<file path="src/rtl/assert_macros.svh">
// Assertion macros shared by the track event parser RTL.
// Every check samples on the rising edge of clk and sleeps while rst_n is low.
`ifndef ASSERT_MACROS_SVH
`define ASSERT_MACROS_SVH

// Check that a property holds at every clock edge outside reset.
`define ASSERT_CLK(label, prop, msg) \
    label: assert property (@(posedge clk) disable iff (!rst_n) (prop)) else $error(msg);

// Check that a condition never holds at a clock edge outside reset.
`define ASSERT_NEVER(label, expr, msg) \
    label: assert property (@(posedge clk) disable iff (!rst_n) !(expr)) else $error(msg);

`endif

</file>
<file path="src/rtl/mtep_pkg.sv">
// Package for the track event parser: transaction structs, event kinds, error codes.
// It depends on nothing else. The parser and the top level import it.
`timescale 1ns / 1ps
`default_nettype none

package mtep_pkg;

    // Longest delta time or length field, in bytes.
    localparam logic [2:0] VLQ_MAX_BYTES = 3'd4;

    typedef logic [3:0] kind_t;
    localparam kind_t KIND_NOTEOFF   = 4'd0;
    localparam kind_t KIND_NOTEON    = 4'd1;
    localparam kind_t KIND_POLYPRESS = 4'd2;
    localparam kind_t KIND_CTRL      = 4'd3;
    localparam kind_t KIND_PROGRAM   = 4'd4;
    localparam kind_t KIND_CHANPRESS = 4'd5;
    localparam kind_t KIND_BEND      = 4'd6;
    localparam kind_t KIND_META      = 4'd7;
    localparam kind_t KIND_SYSEX     = 4'd8;
    localparam kind_t KIND_NONE      = 4'd9;

    typedef logic [2:0] err_t;
    localparam err_t ERR_NONE        = 3'd0;
    localparam err_t ERR_META_LEN    = 3'd1;
    localparam err_t ERR_META_TYPE   = 3'd2;
    localparam err_t ERR_NO_RUNNING  = 3'd3;
    localparam err_t ERR_OVERLONG    = 3'd4;

    localparam logic [7:0] STATUS_SYSEX = 8'hF0;
    localparam logic [7:0] STATUS_META  = 8'hFF;

    typedef struct packed {
        logic [7:0] data_byte;
        logic       track_start;
    } item_t;

    typedef struct packed {
        logic [27:0] event_delta;
        kind_t       event_kind;
        logic [3:0]  channel;
        logic [7:0]  param_a;
        logic [7:0]  param_b;
        logic        restated_status;
        logic [7:0]  meta_type;
        logic [23:0] meta_value;
        logic [7:0]  payload_byte;
        logic        payload_valid;
        logic        is_last;
        err_t        error_code;
    } result_t;

endpackage

`default_nettype wire

</file>
<file path="src/rtl/mtep_parser.sv">
// Parser state and the per-byte decode of the track event stream.
// Depends on mtep_pkg and assert_macros.svh.
`timescale 1ns / 1ps
`default_nettype none

`include "assert_macros.svh"

module mtep_parser (
    input  wire logic            clk,
    input  wire logic            rst_n,
    input  wire logic            step,
    input  wire mtep_pkg::item_t item,
    output logic                 res_valid,
    output mtep_pkg::result_t    res
);
    import mtep_pkg::*;

    typedef enum logic [3:0] {
        PH_DELTA,
        PH_STATUS,
        PH_DATA1,
        PH_DATA2,
        PH_MTYPE,
        PH_MLEN,
        PH_MBODY,
        PH_MVALUE,
        PH_SKIP,
        PH_SXLEN,
        PH_SXBODY
    } phase_t;

    typedef enum logic [1:0] {
        MC_VALUE,
        MC_FIXED,
        MC_FREE,
        MC_UNKNOWN
    } meta_class_t;

    typedef struct packed {
        phase_t      phase;
        logic [7:0]  running_stat;
        logic [7:0]  cur_status;
        logic        restated_flag;
        logic [27:0] delta_acc;
        logic [2:0]  vlq_count;
        logic [27:0] bytes_left;
        logic [7:0]  meta_kind;
        logic [23:0] value_acc;
        logic [7:0]  first_data;
    } state_t;

    function automatic meta_class_t meta_class(input logic [7:0] t);
        priority if (t == 8'h00 || t == 8'h20 || t == 8'h21 || t == 8'h51)
            return MC_VALUE;
        else if (t >= 8'h01 && t <= 8'h09)
            return MC_FREE;
        else if (t == 8'h7F)
            return MC_FREE;
        else if (t == 8'h2F || t == 8'h54 || t == 8'h58 || t == 8'h59)
            return MC_FIXED;
        else
            return MC_UNKNOWN;
    endfunction

    function automatic logic [2:0] meta_need(input logic [7:0] t);
        priority if (t == 8'h00 || t == 8'h59)
            return 3'd2;
        else if (t == 8'h20 || t == 8'h21)
            return 3'd1;
        else if (t == 8'h51)
            return 3'd3;
        else if (t == 8'h54)
            return 3'd5;
        else if (t == 8'h58)
            return 3'd4;
        else
            return 3'd0;
    endfunction

    state_t state_reg;
    state_t state_next;

    always_comb
    begin
        state_t      cur;
        logic [7:0]  b;
        logic [27:0] vacc;
        logic [27:0] vnew;
        logic [2:0]  cnt_new;
        logic        over_hi;
        logic        vlq_more;
        logic        vlq_over;
        logic [27:0] left_dec;
        logic [3:0]  hi;
        meta_class_t cls;
        logic        do_finish;
        kind_t       kind;
        logic [7:0]  pa;
        logic [7:0]  pb;
        logic [23:0] mval;
        logic [7:0]  pbyte;
        logic        pvalid;
        logic        last;
        err_t        err;

        // A track start restarts the parser before this byte is taken.
        cur = state_reg;
        if (item.track_start)
        begin
            cur       = '0;
            cur.phase = PH_DELTA;
        end

        b        = item.data_byte;
        vacc     = (cur.phase == PH_MLEN || cur.phase == PH_SXLEN) ? cur.bytes_left
                                                                  : cur.delta_acc;
        over_hi  = |vacc[27:21];
        vnew     = {vacc[20:0], b[6:0]};
        cnt_new  = cur.vlq_count + 3'd1;
        vlq_over = over_hi || (b[7] && cnt_new >= VLQ_MAX_BYTES);
        vlq_more = !vlq_over && b[7];
        left_dec = cur.bytes_left - 28'd1;
        hi       = 4'h0;
        cls      = meta_class(cur.meta_kind);

        state_next = cur;
        do_finish  = 1'b0;
        res_valid  = 1'b0;
        kind       = KIND_NONE;
        pa         = '0;
        pb         = '0;
        mval       = '0;
        pbyte      = '0;
        pvalid     = 1'b0;
        last       = 1'b1;
        err        = ERR_NONE;

        unique case (cur.phase)
            PH_STATUS:
            begin
                if (!b[7])
                begin
                    if (cur.running_stat == 8'h00)
                    begin
                        res_valid = 1'b1;
                        err       = ERR_NO_RUNNING;
                        do_finish = 1'b1;
                    end
                    else
                    begin
                        // Running status: this byte is already the first data byte.
                        state_next.cur_status    = cur.running_stat;
                        state_next.restated_flag = 1'b0;
                        state_next.first_data    = b;
                        hi = cur.running_stat[7:4];
                        if (hi == 4'hC || hi == 4'hD)
                        begin
                            res_valid = 1'b1;
                            kind      = hi - 4'h8;
                            pa        = b;
                            do_finish = 1'b1;
                        end
                        else
                            state_next.phase = PH_DATA2;
                    end
                end
                else
                begin
                    state_next.restated_flag = (cur.running_stat == b);
                    state_next.cur_status    = b;
                    state_next.vlq_count     = '0;
                    state_next.bytes_left    = '0;
                    if (b < STATUS_SYSEX)
                    begin
                        state_next.running_stat = b;
                        state_next.phase        = PH_DATA1;
                    end
                    else if (b == STATUS_META)
                        state_next.phase = PH_MTYPE;
                    else
                        state_next.phase = PH_SXLEN;
                end
            end

            PH_DATA1:
            begin
                state_next.first_data = b;
                hi = cur.cur_status[7:4];
                if (hi == 4'hC || hi == 4'hD)
                begin
                    res_valid = 1'b1;
                    kind      = hi - 4'h8;
                    pa        = b;
                    do_finish = 1'b1;
                end
                else
                    state_next.phase = PH_DATA2;
            end

            PH_DATA2:
            begin
                res_valid = 1'b1;
                kind      = cur.cur_status[7:4] - 4'h8;
                pa        = cur.first_data;
                pb        = b;
                do_finish = 1'b1;
            end

            PH_MTYPE:
            begin
                state_next.meta_kind  = b;
                state_next.vlq_count  = '0;
                state_next.bytes_left = '0;
                state_next.phase      = PH_MLEN;
            end

            PH_MLEN:
            begin
                kind = KIND_META;
                if (!over_hi)
                begin
                    state_next.bytes_left = vnew;
                    state_next.vlq_count  = cnt_new;
                end
                if (vlq_over)
                begin
                    res_valid = 1'b1;
                    err       = ERR_OVERLONG;
                    do_finish = 1'b1;
                end
                else if (!vlq_more)
                begin
                    state_next.vlq_count = '0;
                    if (cls == MC_UNKNOWN
                        || (cls != MC_FREE && vnew != {25'd0, meta_need(cur.meta_kind)}))
                    begin
                        // Skip the payload and flag it on its last byte, or at once if it is empty.
                        if (vnew == 28'd0)
                        begin
                            res_valid = 1'b1;
                            err       = (cls == MC_UNKNOWN) ? ERR_META_TYPE : ERR_META_LEN;
                            do_finish = 1'b1;
                        end
                        else
                            state_next.phase = PH_SKIP;
                    end
                    else if (vnew == 28'd0)
                    begin
                        res_valid = 1'b1;
                        do_finish = 1'b1;
                    end
                    else
                    begin
                        state_next.value_acc = '0;
                        state_next.phase     = (cls == MC_VALUE) ? PH_MVALUE : PH_MBODY;
                    end
                end
            end

            PH_MVALUE:
            begin
                kind                  = KIND_META;
                state_next.value_acc  = {cur.value_acc[15:0], b};
                state_next.bytes_left = left_dec;
                mval                  = {cur.value_acc[15:0], b};
                if (left_dec == 28'd0)
                begin
                    res_valid = 1'b1;
                    do_finish = 1'b1;
                end
            end

            PH_MBODY, PH_SXBODY:
            begin
                kind                  = (cur.phase == PH_MBODY) ? KIND_META : KIND_SYSEX;
                state_next.bytes_left = left_dec;
                res_valid             = 1'b1;
                pbyte                 = b;
                pvalid                = 1'b1;
                last                  = (left_dec == 28'd0);
                do_finish             = (left_dec == 28'd0);
            end

            PH_SKIP:
            begin
                kind                  = KIND_META;
                state_next.bytes_left = left_dec;
                err                   = (cls == MC_UNKNOWN) ? ERR_META_TYPE : ERR_META_LEN;
                if (left_dec == 28'd0)
                begin
                    res_valid = 1'b1;
                    do_finish = 1'b1;
                end
            end

            PH_SXLEN:
            begin
                kind = KIND_SYSEX;
                if (!over_hi)
                begin
                    state_next.bytes_left = vnew;
                    state_next.vlq_count  = cnt_new;
                end
                if (vlq_over)
                begin
                    res_valid = 1'b1;
                    err       = ERR_OVERLONG;
                    do_finish = 1'b1;
                end
                else if (!vlq_more)
                begin
                    state_next.vlq_count = '0;
                    if (cur.cur_status == STATUS_SYSEX)
                    begin
                        // Prepend the F0 that the file format strips.
                        res_valid = 1'b1;
                        pbyte     = STATUS_SYSEX;
                        pvalid    = 1'b1;
                        last      = (vnew == 28'd0);
                        do_finish = (vnew == 28'd0);
                        if (vnew != 28'd0)
                            state_next.phase = PH_SXBODY;
                    end
                    else if (vnew == 28'd0)
                    begin
                        res_valid = 1'b1;
                        do_finish = 1'b1;
                    end
                    else
                        state_next.phase = PH_SXBODY;
                end
            end

            default:
            begin
                if (!over_hi)
                begin
                    state_next.delta_acc = vnew;
                    state_next.vlq_count = cnt_new;
                end
                state_next.phase = PH_DELTA;
                if (vlq_over)
                begin
                    res_valid = 1'b1;
                    err       = ERR_OVERLONG;
                    do_finish = 1'b1;
                end
                else if (!vlq_more)
                begin
                    state_next.vlq_count = '0;
                    state_next.phase     = PH_STATUS;
                end
            end
        endcase

        res.event_delta     = state_next.delta_acc;
        res.event_kind      = kind;
        res.channel         = (kind <= KIND_BEND) ? state_next.cur_status[3:0] : 4'h0;
        res.param_a         = pa;
        res.param_b         = pb;
        res.restated_status = (kind <= KIND_BEND) ? state_next.restated_flag : 1'b0;
        res.meta_type       = (kind == KIND_META) ? state_next.meta_kind : 8'h00;
        res.meta_value      = mval;
        res.payload_byte    = pbyte;
        res.payload_valid   = pvalid;
        res.is_last         = last;
        res.error_code      = err;

        // End of event: back to the delta time with cleared counters.
        if (do_finish)
        begin
            state_next.phase      = PH_DELTA;
            state_next.delta_acc  = '0;
            state_next.vlq_count  = '0;
            state_next.bytes_left = '0;
        end
    end

    always_ff @(posedge clk or negedge rst_n)
    begin
        if (!rst_n)
        begin
            state_reg       <= '0;
            state_reg.phase <= PH_DELTA;
        end
        else if (step)
            state_reg <= state_next;
    end

    `ASSERT_CLK(a_delta_no_length, state_reg.phase == PH_DELTA |-> state_reg.bytes_left == 28'd0,
        "length counter not cleared while reading a delta time")
    `ASSERT_NEVER(a_vlq_count_range, state_reg.vlq_count >= VLQ_MAX_BYTES,
        "number byte count passed its limit")
    `ASSERT_CLK(a_body_has_length,
        (state_reg.phase == PH_MBODY || state_reg.phase == PH_SXBODY
         || state_reg.phase == PH_SKIP || state_reg.phase == PH_MVALUE)
        |-> state_reg.bytes_left != 28'd0,
        "payload phase entered with nothing left to read")

endmodule

`default_nettype wire

</file>
<file path="src/rtl/midi_track_event_parser_unit.sv">
// Top level of the track event parser: input register, parser, result register.
// Depends on mtep_pkg, mtep_parser and assert_macros.svh.
//
//  channel   direction  handshake                   payload
//  item      in         item_valid / item_stall     mtep_pkg::item_t   (one track byte)
//  result    out        result_valid / result_stall mtep_pkg::result_t (zero or one per byte)
//
// One byte a cycle while results are not stalled: a byte waits in the input register, is
// decoded by the parser and its result, if any, lands in the result register.
// rst_n clears the parser state and both valid flags asynchronously.
// A stalled result holds the parser and the input register; the input register takes
// a new byte in the same cycle in which the one it holds moves on.
`timescale 1ns / 1ps
`default_nettype none

`include "assert_macros.svh"

module midi_track_event_parser_unit (
    input  wire logic              clk,
    input  wire logic              rst_n,
    input  wire logic              item_valid,
    output logic                   item_stall,
    input  wire mtep_pkg::item_t   item,
    output logic                   result_valid,
    input  wire logic              result_stall,
    output mtep_pkg::result_t      result
);
    import mtep_pkg::*;

    logic    in_valid_reg;
    item_t   in_item_reg;
    logic    out_valid_reg;
    result_t out_result_reg;
    logic    advance;
    logic    res_valid;
    result_t res;

    // Decode the held byte when the result register is free or being emptied.
    assign advance    = in_valid_reg && (!out_valid_reg || !result_stall);
    assign item_stall = in_valid_reg && !advance;

    mtep_parser u_parser (
        .clk       (clk),
        .rst_n     (rst_n),
        .step      (advance),
        .item      (in_item_reg),
        .res_valid (res_valid),
        .res       (res)
    );

    always_ff @(posedge clk or negedge rst_n)
    begin
        if (!rst_n)
        begin
            in_valid_reg  <= 1'b0;
            out_valid_reg <= 1'b0;
        end
        else
        begin
            if (!item_stall)
                in_valid_reg <= item_valid;
            if (advance)
                out_valid_reg <= res_valid;
            else if (!result_stall)
                out_valid_reg <= 1'b0;
        end
    end

    always_ff @(posedge clk)
    begin
        if (!item_stall && item_valid)
            in_item_reg <= item;
        if (advance && res_valid)
            out_result_reg <= res;
    end

    assign result_valid = out_valid_reg;
    assign result       = out_result_reg;

    `ASSERT_CLK(a_stall_needs_byte, item_stall |-> in_valid_reg,
        "input stalled with an empty input register")
    `ASSERT_CLK(a_empty_is_last, result_valid && !result.payload_valid |-> result.is_last,
        "result without payload does not close its event")
    `ASSERT_CLK(a_error_is_last, result_valid && result.error_code != ERR_NONE
        |-> result.is_last && !result.payload_valid,
        "flagged result does not close its event")
    `ASSERT_CLK(a_voice_fields, result_valid && result.event_kind > KIND_BEND
        |-> result.channel == 4'h0 && !result.restated_status,
        "channel fields set on a non-voice result")

endmodule

`default_nettype wire

</file>
<file path="config.mk">
export PLATFORM = sky130hd
export DESIGN_NAME = midi_track_event_parser_unit
export DESIGN_NICKNAME = d
export VERILOG_FILES = /design/src/rtl/mtep_pkg.sv /design/src/rtl/mtep_parser.sv /design/src/rtl/midi_track_event_parser_unit.sv
export VERILOG_INCLUDE_DIRS = /design/src /design/src/rtl
export SDC_FILE = /design/constraint.sdc
export NUM_CORES = 1
export LEC_CHECK = 0
export ABC_AREA = 1
export BUFFER_PORTS_ARGS = -buffer_cell sky130_fd_sc_hd__buf_2
export CORE_ASPECT_RATIO = 0.75
export CORE_MARGIN = 1
export CORE_UTILIZATION = 25
export CTS_CLUSTER_SIZE = 30
export DETAILED_ROUTE_END_ITERATION = 12
export GPL_ROUTABILITY_DRIVEN = 0
export PLACE_DENSITY = 0.42
export RECOVER_POWER = 50
export SYNTH_ARGS = -nofsm -noshare
export SYNTH_HDL_FRONTEND = slang
export SYNTH_SLANG_ARGS = --single-unit
export TNS_END_PERCENT = 5
</file>
<file path="constraint.sdc">
create_clock -name clk -period 13.9 [get_ports clk]
set_clock_uncertainty 0.15 [all_clocks]
set_input_delay 1.39 -clock clk [delete_from_list [all_inputs] [get_ports clk]]
set_output_delay 1.39 -clock clk [all_outputs]
set_load 0.01 [all_outputs]
</file>
Yosys cells after proc, flatten, opt, wreduce, memory -nomap -nowiden
Cells that the tools add are included.
{"block": "word_totals", "reg_bits": 229, "input_bits": 13, "out_inout_bits": 100, "wordCells": 220}
{"block": "op_classes", "add_sub_neg": 4, "order_cmp": 5, "eq_ne": 30, "mux": 111, "n_reduce_logical": 44}
{"op": "120-bit two-way mux", "n": 1}
{"op": "28-bit case mux with 4 select lines", "n": 1}
{"op": "24-bit two-way mux", "n": 4}
{"op": "31-bit two-way mux", "n": 3}
{"op": "4-bit two-way mux", "n": 22}
{"op": "8-bit two-way mux", "n": 11}
{"op": "59-bit two-way mux", "n": 1}
{"op": "28-bit logical NOT", "n": 2}
{"op": "28-bit two-way mux", "n": 2}
{"op": "3-bit two-way mux", "n": 18}
{"op": "24-bit case mux with 2 select lines", "n": 1}
{"op": "4-bit case mux with 6 select lines", "n": 2}
{"op": "8-bit by 7-bit == test with 1-bit output, second input constant", "n": 5}
{"op": "8-bit case mux with 2 select lines", "n": 2}
{"op": "4-bit == test, second input constant", "n": 7}
{"op": "28-bit by 3-bit inequality test with 1-bit output", "n": 1}
{"op": "28-bit nonzero test", "n": 1}
{"op": "28-bit by 1-bit subtractor with 28-bit output, second input constant", "n": 1}
{"op": "1-bit two-way mux", "n": 26}
{"op": "8-bit by 6-bit == test with 1-bit output, second input constant", "n": 3}
{"op": "3-bit case mux with 4 select lines", "n": 2}
{"op": "8-bit case mux with 3 select lines", "n": 1}
{"op": "4-bit by 3-bit == test with 1-bit output, second input constant", "n": 5}
{"op": "9-bit two-way mux", "n": 2}
{"op": "32 further kinds", "n": 70}

Depth between registers and ports, before layout
Gate-level depths: netlist of run 1.
{"block": "logic_depth", "ltp_word": 19, "depth_mapped": 22, "ltp_nobuf": 20}

Cells and area by module
From an unflattened synthesis of run 1, not the netlist that was laid out.
{"block": "unflattened", "cells_unflattened": 1594, "hier_area_um2": 12749.7}
{"module": "mtep_parser", "n_inst": 1, "cells_per_inst": 1472, "area_per_inst_um2": 9435.3, "seq_area_each_um2": 2802.7}
{"module": "midi_track_event_parser_unit", "n_inst": 1, "cells_per_inst": 122, "area_per_inst_um2": 3314.4, "seq_area_each_um2": 3263.1}

Worst setup path after synthesis of run 1
Ideal clock, no wire load.
{"block": "synth_timing", "path_type": "in2reg", "from": "input port result_stall", "to": "register out_result_reg, in the netlist result[0], enable pin", "setup_time_ns": 0.452, "arrival_ns": 4.081, "t_required_ns": 13.298, "setup_slack_ns": 9.217, "cell_stages": 8, "n_path_buf": 1, "path_cell_list": "nand2_1 -> nand2_1 -> inv_1 -> clkbuf_1 -> nand2_1 -> inv_1 -> nand2_1 -> inv_1"}
{"block": "synth_via", "elab_chain_len": 4}
{"element": "start: declaration", "line": "midi_track_event_parser_unit.sv:25", "text": "input wire logic result_stall,"}
{"element": "1-bit logical NOT"}
{"element": "1-bit logical OR", "line": "midi_track_event_parser_unit.sv:39", "text": "assign advance = in_valid_reg && (!out_valid_reg || !result_stall);"}
{"element": "1-bit logical AND", "line": "midi_track_event_parser_unit.sv:39"}
{"element": "1-bit logical AND", "line": "midi_track_event_parser_unit.sv:73", "text": "if (advance && res_valid)"}
{"element": "end signal: assignment", "line": "midi_track_event_parser_unit.sv:74", "text": "out_result_reg <= res;"}
{"element": "end: declaration", "line": "midi_track_event_parser_unit.sv:33", "text": "result_t out_result_reg;"}
No other way between the ends.
A chain may end at the register's enable or synchronous reset.

Final worst setup path of run 1
{"block": "layout_timing", "from": "register in_item_reg[0] (netlist bit)", "to": "register out_result_reg, in the netlist result[90], enable pin"}
{"block": "layout_via", "elab_chain_len": 12, "elab_cells_between_ends": 47, "classes_between": "2 x add/sub; 1 x order compare; 15 x eq/ne; 15 x mux; 14 x reduce/logical"}
{"element": "start: declaration", "line": "midi_track_event_parser_unit.sv:31", "text": "item_t in_item_reg;"}
{"element": "start signal: assignment", "line": "midi_track_event_parser_unit.sv:72", "text": "in_item_reg <= item;"}
{"element": "120-bit two-way mux *", "line": "mtep_parser.sv:108", "text": "if (item.track_start)"}
{"element": "branches (longest 9 deep; another with 28-bit by 1-bit subtractor with 28-bit output)"}
{"element": "1-bit case mux with 7 select lines *", "line": "mtep_parser.sv:138", "text": "unique case (cur.phase)"}
{"element": "1-bit logical AND *", "line": "midi_track_event_parser_unit.sv:73"}
Every way passes the cells marked *.

==> results.yml, run 1 <==
yosys:
  synth_fp_nets: 1630
  avgSynthCellArea_um2: 7.75
  synth-seq-cells: 221
  async_flop_share_pct: 51.6
  synth_top_flop_cell: "dfrtp_1"
  yosys_warnings: 0
  synth_area_mm2: 0.0125
  synth.area.top_cells: "edfxtp_1 (26%), dfrtp_1 (23%), nand2_1 (11%)"
  yosysTopAreaCell: "edfxtp_1"
  synth_edf_count: 107
  synth_top_area_share_pct: 25.7
  syn_inst: 1614
  ys_seq_area_share_pct: 48.5
  synth_cell_type_count: 51
die:
  fp.dieW_um: 260
  dieArea_mm2: 0.0509
  row_count: 70
  die_h_um: 196
  start_util_pct: 25.5
  core_area_mm2: 0.0490
  ioPinCount: 113
cts:
  ctsHoldBuffers: 0
  cts_made_buffers: 27
  clock_sinks: 221
  ctsRootBufferMaster: "clkbuf_16"
  cts_tree: "yes"
  clkLatencyLatePin_ns: 0.57
  cts_buffer_depth: 3
  clk_pin_slew_ns: 0.06
  cts_resized: 0
  post_cts_buffers: 0
  htree_levels: 1
sta:
  max_freq_ghz: 0.111
  rsz0062_at_grt: "false"
  worst_slew_pin_slew_ns: 4.27
  post-route-period-util_pct: 65.0
  timing.final.setup_violations: 0
  slew_violations: 194
  finalWorstSetupSlack_ns: 4.87
  finalHoldViolCount: 0
  finalCriticalPeriod_ns: 9.03
  slew_headroom_pct: -185
  setup_tns_ns: 0
job:
  max-cap-violations: 3
placement:
  port_buffers: 112
  hpwl_mm: 30.8
  post_dp_cell_area_mm2: 0.0136
  place_ws_ns: 8.11
critical_path:
  worstPathRequired_ns: 13.93
  rrSetupSlack_ns: 4.87
  r2r-end: "result[90]"
  rr_worst_depth: 16
  cp_max_fo: 76
  reg2reg_from: "in_item_reg[0]"
  cp_data_arrival_time_ns: 9.07
  crit_slowest_cell: "clkbuf_1"
  crit_path_start: "in_item_reg[0]"
  endpoint: "result[90]"
  critPathMaxStageDelay_ns: 2.97
  worstSetupStartpointType: "flip-flop"
  path_buf_inv: 4
  crit_type: "reg -> reg"
  cp-end-kind: "flip-flop"
  worstPathCellList: "clkbuf_1, inv_4, nand2_1, nor2_2, nand2_4, nand2_4, o21ai_1, nand4_1, nor2_1, nand2_2, o21ai_0, a21oi_1, nand4_1, nand2_1, inv_4, buf_4"
  crit_family: "buffers and inverters"
  crit_cells: 16
status:
  failed_checks: "max-capacitance violations, max-slew violations"
  status: "finished, violations left"
routing:
  via_per_inst: 4.89
  dr.pass1.iters: 5
  via_count: 11500
  drc: 0
  totalWireLength_mm: 43.6
  antenna_left: 0
  wl_per_cell_um: 18.5
  drt_iter0_drc: 1176
layout:
  final_cell_area_mm2: 0.0143
  syn2layout_area_growth_pct: 14.5
  num-fill-cells: 5419
  fin_nets: 1707
  drive_above_1_share_pct: 6.66
  diodes: 0
  largest_register_ffs: 112
power:
  p_leak_nw: 6.41
  p_per_area_mw_per_mm2: 176
  vdd.ir_drop.worst_v: 0.0000880
global_routing:
  grt_pass1_wl_mm: 67.1
  grt_usage_pct: 17.1
  grt_max_degree: 77
  overflow: 0
  first_global_vias: 10800
  antenna_found_initial: 0
hold_path:
  whs_path_depth: 2
  hold_path_class: "reg -> reg"
==> cell usage after synthesis, drive strengths merged (4+ instances only) <==
library cell	count
nand3	52
a21oi	62
buf	31
nand4	22
o21ai	147
nor3	9
o22ai	58
nor2	276
nand2	406
dfrtp	114
a32oi	7
a211oi	4
inv	193
a22oi	6
clkinv	4
o211ai	4
a221oi	14
o21a	7
clkbuf	42
o221ai	4
a31oi	7
nor4	7
nand3b	9
xor2	8
edfxtp	107
==> how the worst min path moves through the flow <==
| stage | start | end | slack, ns |
|---|---|---|---|
| floorplan | u_parser.state_reg[67] | u_parser.state_reg[67] | 0.30 |
| global placement | u_parser.state_reg[67] | u_parser.state_reg[67] | 0.32 |
| detailed placement | u_parser.state_reg[66] | u_parser.state_reg[66] | 0.33 |
| CTS | u_parser.state_reg[66] | u_parser.state_reg[66] | 0.34 |
| global route | u_parser.state_reg[66] | u_parser.state_reg[66] | 0.37 |
| finish | u_parser.state_reg[35] | u_parser.state_reg[35] | 0.34 |
==> area by class of cell <==
cell class	instances	area (um^2)	share of cell area, %
Sequential cell	221	6070	42.4
Multi-Input combinational cell	1123	5330	37.2
Tap cell	648	811	5.66
Inverter	197	744	5.20
Clock buffer	32	694	4.85
Timing Repair Buffer	121	493	3.44
Clock inverter	18	178	1.24
==> kinds of logic after synthesis <==
kind of cell	count (synthesis)	share of synthesized area [%]
AOI/OAI and AO/OA	329	15.7
xor gates and xnor gates	9	0.630
adders and majority gates	3	0.300
buffers and inverters	270	8.79
DFF	221	48.5
and+or+nand+nor	782	26.1
==> per-layer routing <==
layer	global-route usage, %	up-vias	wire length, um
met2	22.9	403	17000
met1	28.0	5582	22900
met4	3.01	0	734
met5	0	-	0
met3	2.76	43	3010
li1	-	5517	-
==> report_power, final <==
part           internal (W)  switching (W)
registers          0.000910      0.0000702
clock network      0.000413       0.000293
logic              0.000219       0.000613
==> worst reg2reg max path, stage by stage (launching register included) <==
cell	delay [ns]
edfxtp_1	0.32
clkbuf_1	2.97
inv_4	1.24
nand2_1	0.61
nor2_2	0.10
nand2_4	0.16
nand2_4	0.35
o21ai_1	0.49
nand4_1	0.25
nor2_1	0.19
nand2_2	0.16
o21ai_0	0.21
a21oi_1	0.09
nand4_1	0.09
nand2_1	0.11
inv_4	0.41
buf_4	0.72
==> cell usage in the layout (no fill, tap or decap), types with 2 or more instances in the layout <==
cell type / instances
a32oi_1: 7
a22oi_1: 6
bufinv_16: 3
a21oi_1: 50
a211oi_1: 4
nand2_4: 3
buf_4: 7
dfrtp_1: 114
nand2_1: 383
o22ai_1: 58
nand2_2: 20
edfxtp_1: 107
clkbuf_16: 27
ha_1: 3
nor3_1: 8
nor2_1: 264
nor2_4: 2
buf_2: 10
nand4_1: 21
nor4_1: 6
o21ai_0: 106
o221ai_1: 4
a21oi_2: 11
a221oi_1: 14
nand3_1: 51
o21ai_1: 41
a311oi_1: 3
clkbuf_1: 109
inv_1: 185
nand3b_1: 9
a31oi_1: 7
nor2_2: 10
inv_2: 6
o211ai_1: 4
o21a_1: 7
inv_4: 2
clkinv_1: 11
xor2_1: 8
clkinv_2: 5
==> per-stage QoR <==
step | total power (W) | instances | util (%) | hold slack [ns]
after floorplan | 0.00155 | 1614 | - | 0.299
after global placement | 0.00185 | 2310 | 27.7 | 0.319
after detailed placement | 0.00185 | 2310 | 27.7 | 0.331
after CTS | 0.00257 | 2360 | 29.5 | 0.345
after global routing | 0.00268 | 2360 | 29.2 | 0.371
final | 0.00252 | 2360 | 29.2 | 0.343
Note: power is estimated with default switching activity, not from simulation.
==> run 2: changes to the inputs <==
clock period = 9.2 ns   (was 13.9 ns; I/O delays follow)
==> run 2 against run 1 <==
  * The run still ends with max-capacitance violations, max-slew violations left
  * Via count down 0.29%
  * Routed wire length down 0.21%
  * Clock power up 64%
  * Total power up 55%
  * Sequential power up 51%
  * Die area unchanged
  * Final area up 0.63%
  * Critical path depth down 14
  * Global-route usage down 0.12 points
==> results.yml, run 2 (synthesized netlist as in run 1, its figures left out) <==
critical_path:
  crit_path_start: "rst_n"
  r2r-end: "result[88]"
  crit_slowest_cell: "clkbuf_1"
  crit_type: "in -> async"
  path_buf_inv: 2
  worstPathRequired_ns: 9.04
  worstPathCellList: "clkbuf_1, clkbuf_1"
  crit_family: "buffers and inverters"
  rr_worst_depth: 19
  crit_cells: 2
  cp-end-kind: "async pin"
  rrSetupSlack_ns: 3.36
  critPathMaxStageDelay_ns: 2.84
  endpoint: "u_parser.state_reg[80]"
  worstSetupStartpointType: "primary input"
  cp_max_fo: 66
  cp_common_cell: "clkbuf_1"
  reg2reg_from: "in_item_reg[0]"
  cp_data_arrival_time_ns: 6.15
layout:
  final_core_util_pct: 29.4
  mostFrequentLayoutCells: "nand2_1 (383), nor2_1 (264), inv_1 (185)"
  fin_nets: 1705
  diodes: 0
  regArea_mm2: 0.00607
  final_cell_area_mm2: 0.0144
  num-fill-cells: 5425
  largest_register_ffs: 112
  drive_above_1_share_pct: 7.14
  multi_input_area_mm2: 0.00534
  layout_commonest_cell: "nand2_1"
  finalNonFillerCells: 2357
  syn2layout_area_growth_pct: 15.2
global_routing:
  first_global_vias: 10900
  grt_pass1_wl_mm: 66.9
  grt_usage_pct: 17.0
  overflow: 0
  antenna_found_initial: 0
  grt_max_degree: 88
hold_path:
  hold_path_class: "reg -> reg"
cts:
  ctsRootBufferMaster: "clkbuf_16"
  post_cts_buffers: 0
  clkLatencyLatePin_ns: 0.55
  cts_made_buffers: 26
  cts_tree: "yes"
  clock_sinks: 221
  clk_pin_slew_ns: 0.06
  cts_resized: 0
  htree_levels: 1
  cts_buffer_depth: 3
  ctsHoldBuffers: 0
sta:
  post-route-period-util_pct: 68.5
  finalHoldViolCount: 0
  setup_tns_ns: 0
  timing.final.setup_violations: 0
  rsz0062_at_grt: "false"
  worst_slew_pin_slew_ns: 4.13
  slew_violations: 117
  finalCriticalPeriod_ns: 6.30
  slew_headroom_pct: -175
  max_freq_ghz: 0.159
power:
  switchingPower_w: 0.00149
  p_per_area_mw_per_mm2: 271
  vdd.ir_drop.worst_v: 0.000132
  power_frac_comb_pct: 32.2
  power_w: 0.00390
  pwr-share-seq_pct: 37.9
  p_leak_nw: 6.46
  internal_power_w: 0.00241
  swShare_pct: 38.2
  p_clk_share_pct: 29.8
placement:
  hpwl_mm: 30.8
  post_dp_cell_area_mm2: 0.0136
  port_buffers: 112
  dp.cells: 2309
die:
  fp.dieW_um: 260
  start_util_pct: 25.5
  die_h_um: 196
  ioPinCount: 113
  row_count: 70
  core_area_mm2: 0.0490
  dieArea_mm2: 0.0509
routing:
  antenna_left: 0
  totalWireLength_mm: 43.6
  drt_iter0_drc: 1101
  drc: 0
  via_count: 11500
  via_per_inst: 4.88
  wl_per_cell_um: 18.5
  dr.pass1.iters: 5
job:
  max-cap-violations: 2
status:
  status: "finished, violations left"
  failed_checks: "max-capacitance violations, max-slew violations"
==> run 2: cell count changes in the layout (fill, tap and decap cells not counted), moves of 2 or more <==
cell | before | now
inv_6 | 0 | 4
clkbuf_8 | 0 | 2
clkinv_1 | 11 | 4
clkbuf_1 | 109 | 105
bufinv_16 | 3 | 6
==> run 2: how the worst min path moves through the flow <==
stage | start | endpoint | slack, ns | cells past startpoint
floorplan | u_parser.state_reg[67] | u_parser.state_reg[67] | 0.30 | 2
global placement | u_parser.state_reg[67] | u_parser.state_reg[67] | 0.32 | 2
detailed placement | u_parser.state_reg[67] | u_parser.state_reg[67] | 0.32 | 2
CTS | u_parser.state_reg[35] | u_parser.state_reg[35] | 0.34 | 2
global route | u_parser.state_reg[99] | u_parser.state_reg[99] | 0.37 | 2
finish | u_parser.state_reg[35] | u_parser.state_reg[35] | 0.34 | 2
==> run 2: power by group through the flow <==
stage	Clock [W]	Sequential, W	Combinational, W
5_1_grt	0.00123	0.00151	0.00139
6_report	0.00116	0.00148	0.00126
3_3_place_gp	0	0.00149	0.00129
3_5_place_dp	0	0.00150	0.00130
2_1_floorplan	0	0.00155	0.000790
4_1_cts	0.00120	0.00148	0.00131
==> run 2: metrics by stage <==
stage | hold WS, ns | worst slack (ns)
5_1_grt | 0.367 | 1.85
6_report | 0.341 | 2.90
3_3_place_gp | 0.319 | 3.37
2_1_floorplan | 0.299 | 4.54
3_5_place_dp | 0.322 | 3.42
4_1_cts | 0.343 | 3.40
==> run 2: final cells by class <==
| cell class | instances | area share [%] |
|---|---|---|
| Sequential cell | 221 | 42.1 |
| Multi-Input combinational cell | 1123 | 37.0 |
| Tap cell | 648 | 5.63 |
| Inverter | 197 | 5.17 |
| Clock buffer | 30 | 4.76 |
| Timing Repair Buffer | 120 | 3.40 |
| Clock inverter | 18 | 1.91 |
==> run 2: layer usage <==
metal	routed length [um]	up-vias	share of wire, %	track usage (%)
met5	0	-	0	0
met4	612	0	1.4	2.75
met3	3330	47	7.6	3.45
met2	17000	441	39	23.0
li1	-	5520	-	-
met1	22600	5503	52	27.3
